`config.mk`:
```
export PLATFORM = sky130hd
export DESIGN_NAME = lookup3_little_endian_hash
export DESIGN_NICKNAME = d
export VERILOG_FILES = /design/src/hdl/l3h_pkg.sv /design/src/hdl/l3h_front.sv /design/src/hdl/l3h_queue.sv /design/src/hdl/l3h_back.sv /design/src/hdl/lookup3_little_endian_hash.sv
export SDC_FILE = /design/constraint.sdc
export NUM_CORES = 2
export LEC_CHECK = 0
export BUFFER_PORTS_ARGS = -buffer_cell sky130_fd_sc_hd__buf_4
export CORE_MARGIN = 3
export CORE_UTILIZATION = 30
export CTS_CLUSTER_SIZE = 14
export DETAILED_ROUTE_END_ITERATION = 7
export PLACE_DENSITY = 0.54
export SLEW_MARGIN = 20
export SYNTH_ARGS = -nofsm -noshare
export SYNTH_HDL_FRONTEND = slang
export SYNTH_HIERARCHICAL = 1
export SYNTH_SLANG_ARGS = --single-unit
```
`constraint.sdc`:
```
create_clock -name clk_i -period 6.45 [get_ports clk_i]
set_clock_uncertainty 0.2 [all_clocks]
set_input_delay 1.935 -clock clk_i [delete_from_list [all_inputs] [get_ports clk_i]]
set_output_delay 1.935 -clock clk_i [all_outputs]
set_load 0.01 [all_outputs]
```
`src/hdl/l3h_pkg.sv`:
```
// Shared types, constants and round functions for the lookup3 hash block.
package l3h_pkg;

  localparam logic [31:0] INIT_CONST  = 32'hdeadbeef;
  localparam logic [3:0]  BLOCK_BYTES = 4'd12;
  localparam logic [2:0]  MIX_LAST    = 3'd5;
  localparam logic [2:0]  FINAL_LAST  = 3'd6;

  typedef struct packed {
    logic        first;
    logic        last;
    logic [31:0] word0;
    logic [31:0] word1;
    logic [31:0] word2;
    logic [3:0]  byte_count;
    logic [31:0] total_length;
    logic [31:0] seed_primary;
    logic [31:0] seed_secondary;
  } in_t;

  typedef struct packed {
    logic [31:0] hash_primary;
    logic [31:0] hash_secondary;
  } out_t;

  // Classified block as it waits for the mixing engine.
  typedef struct packed {
    logic        first;
    logic        last;
    logic        run_final;
    logic [31:0] word0;
    logic [31:0] word1;
    logic [31:0] word2;
    logic [31:0] init_val;
    logic [31:0] seed_secondary;
  } entry_t;

  typedef enum logic [1:0] {
    ST_IDLE,
    ST_MIX,
    ST_FINAL,
    ST_EMIT
  } back_state_e;

  function automatic logic [31:0] rotl(input logic [31:0] x, input logic [4:0] k);
    logic [63:0] dbl;
    dbl = {x, x} << k;
    return dbl[63:32];
  endfunction

  // One line of the reversible mix: x -= z; x ^= rotl(z, k)
  function automatic logic [31:0] mix_x(input logic [31:0] x, input logic [31:0] z,
                                        input logic [4:0] k);
    return (x - z) ^ rotl(z, k);
  endfunction

  // One line of the final mix: x ^= z; x -= rotl(z, k)
  function automatic logic [31:0] fin_x(input logic [31:0] x, input logic [31:0] z,
                                        input logic [4:0] k);
    return (x ^ z) - rotl(z, k);
  endfunction

  // Keeps the valid low bytes of word idx when n bytes of the block are valid.
  function automatic logic [31:0] byte_mask(input logic [3:0] n, input logic [1:0] idx);
    logic [3:0]  base;
    logic [3:0]  rem;
    logic [31:0] m;
    base = {idx, 2'b00};
    rem  = n - base;
    if (n <= base) begin
      m = '0;
    end else if (rem >= 4'd4) begin
      m = '1;
    end else begin
      m = (32'd1 << {rem[1:0], 3'b000}) - 32'd1;
    end
    return m;
  endfunction

endpackage

```
`src/hdl/l3h_front.sv`:
```
// Front end: seeds the initial value, masks the tail block and classifies it.
module l3h_front (
  input  l3h_pkg::in_t    in_data_i,
  output l3h_pkg::entry_t entry_o
);
  import l3h_pkg::*;

  logic [3:0] count;

  always_comb begin
    count = (in_data_i.byte_count > BLOCK_BYTES) ? BLOCK_BYTES : in_data_i.byte_count;

    entry_o.first          = in_data_i.first;
    entry_o.last           = in_data_i.last;
    entry_o.run_final      = in_data_i.last && (count != 4'd0);
    entry_o.init_val       = INIT_CONST + in_data_i.total_length + in_data_i.seed_primary;
    entry_o.seed_secondary = in_data_i.seed_secondary;

    if (in_data_i.last) begin
      entry_o.word0 = in_data_i.word0 & byte_mask(count, 2'd0);
      entry_o.word1 = in_data_i.word1 & byte_mask(count, 2'd1);
      entry_o.word2 = in_data_i.word2 & byte_mask(count, 2'd2);
    end else begin
      entry_o.word0 = in_data_i.word0;
      entry_o.word1 = in_data_i.word1;
      entry_o.word2 = in_data_i.word2;
    end
  end

endmodule

```
`src/hdl/l3h_queue.sv`:
```
// Two-entry queue between the front end and the mixing engine.
module l3h_queue (
  input  logic            clk_i,
  input  logic            rst_ni,
  input  logic            push_i,
  input  l3h_pkg::entry_t push_data_i,
  output logic            full_o,
  input  logic            pop_i,
  output logic            valid_o,
  output l3h_pkg::entry_t pop_data_o
);
  import l3h_pkg::*;

  entry_t     slot_q [2];
  logic       wr_ptr_q, wr_ptr_d;
  logic       rd_ptr_q, rd_ptr_d;
  logic [1:0] count_q, count_d;

  assign full_o     = (count_q == 2'd2);
  assign valid_o    = (count_q != 2'd0);
  assign pop_data_o = slot_q[rd_ptr_q];

  always_comb begin
    wr_ptr_d = wr_ptr_q ^ push_i;
    rd_ptr_d = rd_ptr_q ^ pop_i;
    count_d  = count_q + {1'b0, push_i} - {1'b0, pop_i};
  end

  always_ff @(posedge clk_i or negedge rst_ni) begin
    if (!rst_ni) begin
      wr_ptr_q <= 1'b0;
      rd_ptr_q <= 1'b0;
      count_q  <= 2'd0;
    end else begin
      wr_ptr_q <= wr_ptr_d;
      rd_ptr_q <= rd_ptr_d;
      count_q  <= count_d;
    end
  end

  always_ff @(posedge clk_i) begin
    if (push_i) begin
      slot_q[wr_ptr_q] <= push_data_i;
    end
  end

endmodule

```
`src/hdl/l3h_back.sv`:
```
// Mixing engine: absorbs a block, runs the mix or final mix a line per cycle.
module l3h_back (
  input  logic            clk_i,
  input  logic            rst_ni,
  input  logic            entry_valid_i,
  input  l3h_pkg::entry_t entry_i,
  output logic            pop_o,
  output logic            out_valid_o,
  input  logic            out_ready_i,
  output l3h_pkg::out_t   out_data_o
);
  import l3h_pkg::*;

  back_state_e state_q, state_d;
  logic [2:0]  rnd_q, rnd_d;
  logic [31:0] a_q, a_d, b_q, b_d, c_q, c_d;
  logic        out_valid_q, out_valid_d;
  out_t        out_q;
  logic        out_load;

  assign out_valid_o = out_valid_q;
  assign out_data_o  = out_q;

  always_comb begin
    state_d  = state_q;
    rnd_d    = rnd_q;
    a_d      = a_q;
    b_d      = b_q;
    c_d      = c_q;
    pop_o    = 1'b0;
    out_load = 1'b0;

    unique case (state_q)
      ST_IDLE: begin
        if (entry_valid_i) begin
          pop_o = 1'b1;
          rnd_d = '0;
          a_d   = (entry_i.first ? entry_i.init_val : a_q) + entry_i.word0;
          b_d   = (entry_i.first ? entry_i.init_val : b_q) + entry_i.word1;
          c_d   = (entry_i.first ? entry_i.init_val : c_q)
                + (entry_i.first ? entry_i.seed_secondary : 32'd0) + entry_i.word2;
          if (!entry_i.last) begin
            state_d = ST_MIX;
          end else if (entry_i.run_final) begin
            state_d = ST_FINAL;
          end else begin
            state_d = ST_EMIT;  // empty message: no final mix
          end
        end
      end
      ST_MIX: begin
        case (rnd_q)
          3'd0: begin a_d = mix_x(a_q, c_q, 5'd4);  c_d = c_q + b_q; end
          3'd1: begin b_d = mix_x(b_q, a_q, 5'd6);  a_d = a_q + c_q; end
          3'd2: begin c_d = mix_x(c_q, b_q, 5'd8);  b_d = b_q + a_q; end
          3'd3: begin a_d = mix_x(a_q, c_q, 5'd16); c_d = c_q + b_q; end
          3'd4: begin b_d = mix_x(b_q, a_q, 5'd19); a_d = a_q + c_q; end
          3'd5: begin c_d = mix_x(c_q, b_q, 5'd4);  b_d = b_q + a_q; end
          default: ;
        endcase
        if (rnd_q == MIX_LAST) begin
          state_d = ST_IDLE;
        end else begin
          rnd_d = rnd_q + 3'd1;
        end
      end
      ST_FINAL: begin
        case (rnd_q)
          3'd0: c_d = fin_x(c_q, b_q, 5'd14);
          3'd1: a_d = fin_x(a_q, c_q, 5'd11);
          3'd2: b_d = fin_x(b_q, a_q, 5'd25);
          3'd3: c_d = fin_x(c_q, b_q, 5'd16);
          3'd4: a_d = fin_x(a_q, c_q, 5'd4);
          3'd5: b_d = fin_x(b_q, a_q, 5'd14);
          3'd6: c_d = fin_x(c_q, b_q, 5'd24);
          default: ;
        endcase
        if (rnd_q == FINAL_LAST) begin
          state_d = ST_EMIT;
        end else begin
          rnd_d = rnd_q + 3'd1;
        end
      end
      ST_EMIT: begin
        if (!out_valid_q || out_ready_i) begin
          out_load = 1'b1;
          state_d  = ST_IDLE;
        end
      end
      default: state_d = ST_IDLE;
    endcase

    if (out_load) begin
      out_valid_d = 1'b1;
    end else if (out_ready_i) begin
      out_valid_d = 1'b0;
    end else begin
      out_valid_d = out_valid_q;
    end
  end

  always_ff @(posedge clk_i or negedge rst_ni) begin
    if (!rst_ni) begin
      state_q     <= ST_IDLE;
      rnd_q       <= '0;
      a_q         <= '0;
      b_q         <= '0;
      c_q         <= '0;
      out_valid_q <= 1'b0;
    end else begin
      state_q     <= state_d;
      rnd_q       <= rnd_d;
      a_q         <= a_d;
      b_q         <= b_d;
      c_q         <= c_d;
      out_valid_q <= out_valid_d;
    end
  end

  always_ff @(posedge clk_i) begin
    if (out_load) begin
      out_q.hash_primary   <= c_q;
      out_q.hash_secondary <= b_q;
    end
  end

endmodule

```
`src/hdl/lookup3_little_endian_hash.sv`:
```
// Top level of the lookup3 little-endian two-result hash.
// Hashes a message given as 12-byte blocks, one block per input transaction, and returns
// (c, b) as hash_primary / hash_secondary on the block marked last. The front end seeds
// and masks each block and writes it into a two-entry queue, so input is taken while the
// engine works and while a result waits in the output register. The engine runs one line
// of the mix per cycle: a middle block is absorbed and mixed, a last block is absorbed,
// run through 7 final-mix lines and its result loaded, an empty one absorbed and loaded.
module lookup3_little_endian_hash (
  input  logic          clk_i,
  input  logic          rst_ni,
  input  logic          in_valid_i,
  output logic          in_ready_o,
  input  l3h_pkg::in_t  in_data_i,
  output logic          out_valid_o,
  input  logic          out_ready_i,
  output l3h_pkg::out_t out_data_o
);
  import l3h_pkg::*;

  entry_t front_entry;
  entry_t queue_entry;
  logic   queue_full;
  logic   queue_valid;
  logic   queue_pop;
  logic   push;

  assign in_ready_o = !queue_full;
  assign push       = in_valid_i && !queue_full;

  l3h_front u_front (
    .in_data_i (in_data_i),
    .entry_o   (front_entry)
  );

  l3h_queue u_queue (
    .clk_i       (clk_i),
    .rst_ni      (rst_ni),
    .push_i      (push),
    .push_data_i (front_entry),
    .full_o      (queue_full),
    .pop_i       (queue_pop),
    .valid_o     (queue_valid),
    .pop_data_o  (queue_entry)
  );

  l3h_back u_back (
    .clk_i         (clk_i),
    .rst_ni        (rst_ni),
    .entry_valid_i (queue_valid),
    .entry_i       (queue_entry),
    .pop_o         (queue_pop),
    .out_valid_o   (out_valid_o),
    .out_ready_i   (out_ready_i),
    .out_data_o    (out_data_o)
  );

endmodule

```
### Word-level counts from Yosys, hierarchy flattened

Memory sizes are Yosys's and may differ from the RTL's.
Index checks and enable logic that the tools add are counted.

| word-level totals | value |
|---|---|
| register bits | 170 |
| RAM bits | 326 |
| input port bits | 202 |
| output and inout bits | 66 |
| memories kept | 1 |

| operators by class | value |
|---|---|
| $add $sub $neg | 27 |
| $lt $le $gt $ge | 7 |
| equality and inequality tests | 22 |
| shift operators | 3 |
| mux-type cells | 46 |
| bitwise operators | 14 |
| reduce and logical (&&, ||, !) cells | 19 |

Memories:

| memory | depth | bits a word | read ports | clocked after Yosys merged registers in | write ports | RTL line | source |
|---|---|---|---|---|---|---|---|
| u_queue.slot_q | 2 | 163 | 1 | 0 | 1 | l3h_queue.sv:14 | `entry_t slot_q [2];` |

Operators with widths:

| kind | count |
|---|---|
| $pmux 32 s3 | 7 |
| $mux 32 | 16 |
| $sub 32x32->32 | 10 |
| $xor 32x32->32 | 9 |
| $add 32x32->32 | 8 |
| $pmux 32 s2 | 2 |
| $and 32x32->32 | 3 |
| $mux 96 | 1 |
| $shl 1x5->32 const A | 3 |
| $sub 32x1->32 const B | 3 |
| $add 32x32->32 const A | 1 |
| $reduce_and 4->1 | 5 |
| $ge 4x3->1 const B | 3 |
| $ne 4x2->1 const B | 3 |
| $mux 2 | 5 |
| $eq 3x3->1 const B | 3 |
| $mux 1 | 9 |
| $mux 3 | 3 |
| $pmux 3 s3 | 1 |
| $pmux 2 s4 | 1 |
| $eq 2x2->1 const B | 3 |
| $eq 3x2->1 const B | 2 |
| $ne 2x1->1 const B | 3 |
| $ne 2x2->1 const B | 3 |
| other kinds (25) | 31 |

### Longest topological paths before layout

| depth | value |
|---|---|
| depth after elaboration | 10 |
| gate-level depth with buffers | 22 |
| mapped depth without buffers | 19 |

### Hierarchy

The synthesis kept the hierarchy.

Modules (own cells, without submodules):

| module | instances | cells each | area each (sq um) | sequential area each (sq um) |
|---|---|---|---|---|
| l3h_back | 1 | 4227 | 31818.0 | 4474.3 |
| l3h_queue | 1 | 523 | 12067.8 | 9889.5 |
| l3h_front | 1 | 501 | 3349.5 | 0.0 |
| lookup3_little_endian_hash | 1 | 2 | 10.0 | 0.0 |

### Worst setup path before layout

No wires, ideal clock.

| timing | value |
|---|---|
| kind | input port to flip-flop |
| start point | in in_valid_i |
| end point | mem u_queue/slot_q[0][0] (netlist name) (enable) |
| setup time | 543 ps |
| data arrival time | 5973 ps |
| data required time | 5707 ps |
| setup slack | -266 ps |
| stages | 2 |
| cells stage by stage | nor2b_1 > ha_1 |

| between the ends | value |
|---|---|
| cells in the longest elaborated chain, start to end | 3 |

Ends and longest elaborated chain:

| item | RTL line | source |
|---|---|---|
| from (decl) | lookup3_little_endian_hash.sv:11 | `input logic in_valid_i,` |
| $logic_and 1x1->1 | lookup3_little_endian_hash.sv:28 | `assign push = in_valid_i && !queue_full;` |
| $mux 1 | l3h_queue.sv:42 | `if (push_i) begin` |
| $mux 1 (not written as such) | l3h_queue.sv:43 | `slot_q[wr_ptr_q] <= push_data_i;` |
| to (decl) | l3h_queue.sv:14 |  |

No other way between the ends.

==> metrics.txt <==
shortest clock period the worst path allows after layout 5.59 ns; leading register cell type out of synthesis edfxtp_1; number of global-route vias before repair 42,500; detailed-route DRC error count 4; Post-Synth Simple-Gate Area 13.5%; overall track demand over capacity in global routing 27.3%; Chip Height 403 um; cts repair resizes 0; worst relative slew slack 22.5%; post-synthesis adder-cell area fraction 13.9%; fraction of synthesis flops using an asynchronous set or reset pin 21.4%; CP delay by family, top compound AO/OA/AOI/OAI gates; via count 44,800; WS Path Type reg2reg; arrival time at the worst endpoint 5.95 ns; run status finished with violations; area share of xor/xnor cells in the synthesized design 6.91%; required time reported for the critical path endpoint 6.81 ns; Final #Nets 6,200; number of detailed-route iterations in the first pass 8; worst-case hold slack 0.301 ns; distinct cell type count after synthesis 101; Setup Viol. Count Final 0; setup repair after global routing missed its margin false; pin count of the biggest net entering global routing 77; nets in the synthesized netlist 5,953; total instance count after detailed placement 7,495; number of DRC violations after detailed-routing iteration 0 5,227; crit path cell chain mux2_4, buf_4, nand2_1, o21ai_0, fa_1, ha_1, nand4_1, nor2_1, nand2_1, a2111oi_0, o211ai_1, a211oi_1, o221ai_1, xor2_1, a221oi_1; initial antenna violation count 31; failing checks design-rule violations; H-tree lvl count 2; count of state elements after synthesis 496; TritonCTS clock tree yes; synthesized-area fraction occupied by ao, oa, aoi and oai cells 22.4%; path class of the lowest-slack min-delay path reg2reg; Critical Path Start Type flip-flop; number of buffer and inverter stages on the critical path 1; clock input transition at the sequential cells of the worst setup and hold paths 0.07 ns; category of the worst setup path capture point flip-flop; average cell area after synthesis 8.99 um^2; dominant combinational cell family by area after synthesis compound AO/OA/AOI/OAI gates; portion of the post-synthesis area used by sequential elements 30.4%; post-placement setup slack 0.923 ns; slack of the critical path 0.860 ns; global-route wire length before repair 320,000 um; Die X-Extent 403 um; total clock sinks 496; number of primary I/O pins 268; number of enable-type register cells in the synthesized netlist 390; RD Place Congestion 1.02; area of the placeable core 0.156 mm^2; # rows 145; Peak Freq 0.179 GHz; initial core utilization 30.2%; number of vias per cell 5.87; final worst path period share 86.7%; share of layout cells above drive strength 1 14.0%; clock latency reported for the late side of the worst-skew pair 0.71 ns; Worst Path Max Fanout 76; sum of overflow across all layers after global routing 0; Final Instance Count excl. Fillers 7,626; Total Neg Setup Slack 0 ns; routed length per placed instance 30.2 um; multiplexer share of the synthesized area 7.25%; Yosys warnings 6; final slew viol count 0; Post-CTS Hold Buffers 0; Crit path top cell by count nand2_1; stage delay of the slowest cell on the critical path 0.68 ns; number of nets still failing antenna checks after routing 0; Syn Inst Count 5,253; final hold viol count 0; max-cap viol count 0; Post-Syn Area 0.0472 mm^2; clock buffer count from CTS 61; transition time of the tightest slew-check pin 1.15 ns; Slowest cell on crit path mux2_4; Post-CTS Setup Inserts 0; HPWL after DPL 182,000 um; DRT Wirelength 231,000 um; Total Die Area 0.162 mm^2; number of I/O port buffers 267; cell at the root of the clock tree clkbuf_16; Bufs on Longest Clock Path 3; synthesis-to-layout area growth 14.5%
## final cells by class
class | count | area (um^2)
Clock buffer | 68 | 1550
Timing Repair Buffer | 446 | 3440
Fill cell | 16300 | 102000
Clock inverter | 42 | 425
Inverter | 367 | 1380
Multi-Input combinational cell | 4128 | 30300
Tap cell | 2058 | 2570
Antenna cell | 21 | 52.6
Sequential cell | 496 | 14400
## worst register-to-register path, cell delays in order, from the launching register on
cell and delay (ns):
dfrtp_4 0.53, mux2_4 0.68, buf_4 0.35, nand2_1 0.12, o21ai_0 0.37, fa_1 0.56, ha_1 0.40, nand4_1 0.15
nor2_1 0.23, nand2_1 0.08, a2111oi_0 0.47, o211ai_1 0.24, a211oi_1 0.43, o221ai_1 0.22, xor2_1 0.17, a221oi_1 0.27
## metal layers
layer | up-vias | GRT usage [%] | part of all wire (%)
met3 | 545 | 6.53 | 9.8
met2 | 2491 | 40.8 | 42
met1 | 21900 | 36.2 | 42
met5 | - | 0 | 0.042
li1 | 19900 | - | -
met4 | 14 | 14.6 | 6.0
## kinds of logic after synthesis
family	after synthesis
xor gates and xnor gates	371
and+or+nand+nor	1320
AOI/OAI and AO/OA	1618
muxes	321
DFF	496
adders and majority gates	498
buffers and inverters	629
## sequential cells by signal, summed over array words and instances (netlist names)
name and cells:
u_back/out_data_o 64, u_back/out_valid_o 1, u_back/rnd_q 3, u_queue/count_q 2, u_queue/slot_q 326, u_queue/rd_ptr_q 1
u_queue/wr_ptr_q 1, u_back/state_q 2, u_back/a_q 32, u_back/b_q 32, u_back/c_q 32
## cell usage in the layout, fill, tap and decap left out, types with 25 or more instances in the layout
| master | n |
|---|---|
| ha_1 | 448 |
| buf_4 | 439 |
| a21oi_1 | 430 |
| edfxtp_1 | 390 |
| o21ai_0 | 362 |
| inv_1 | 351 |
| nand2_1 | 350 |
| nor2_1 | 341 |
| xnor2_1 | 296 |
| mux2_2 | 169 |
| mux2i_1 | 151 |
| a21o_1 | 144 |
| and2_1 | 117 |
| dfrtp_1 | 105 |
| a221oi_1 | 95 |
| nand3_1 | 94 |
| nor3_1 | 90 |
| nor2b_1 | 80 |
| a211oi_1 | 79 |
| xor2_1 | 74 |
| clkbuf_16 | 61 |
| a31oi_1 | 53 |
| nand2b_1 | 51 |
| o31ai_1 | 46 |
| o21a_1 | 44 |
| o211ai_1 | 44 |
| fa_1 | 44 |
| o21bai_1 | 42 |
| nand4_1 | 39 |
| o22ai_1 | 37 |
| and3_1 | 35 |
| or3_1 | 30 |
| nor4_1 | 25 |
## per-stage QoR
stage	util, %	instance area [um^2]
2_1_floorplan	-	47200
3_3_place_gp	33.3	52100
3_5_place_dp	33.3	52100
4_1_cts	34.6	54100
5_1_grt	34.6	54100
6_report	34.6	54100
## Yosys cell counts, drive strengths merged, types with 106 or more instances
library cell	n	area, um^2
a21o	144	1080
a21oi	433	2170
and2	120	751
clkbuf	196	857
dfrtp	106	2650
edfxtp	390	11700
ha	454	5680
inv	356	1340
mux2	170	1910
mux2i	151	1510
nand2	352	1320
nor2	342	1280
o21ai	370	1850
xnor2	296	2590
## worst paths after layout
path	from	cells past startpoint	slack (ns)	end
max	u_queue/rd_ptr_q	15	0.86	u_back/c_q[29]
min	u_back/b_q[0]	2	0.30	u_back/b_q[0]
max reg2reg	u_queue/rd_ptr_q	15	0.86	u_back/c_q[29]
min reg2reg	u_back/b_q[0]	2	0.30	u_back/b_q[0]
max in group asynchronous	rst_ni	2	3.98	u_back/c_q[25]
min in group asynchronous	rst_ni	1	1.11	u_back/a_q[25]
Power is not shown: default switching activity piles up to over one toggle a cycle in this logic, so the estimate is an artifact.
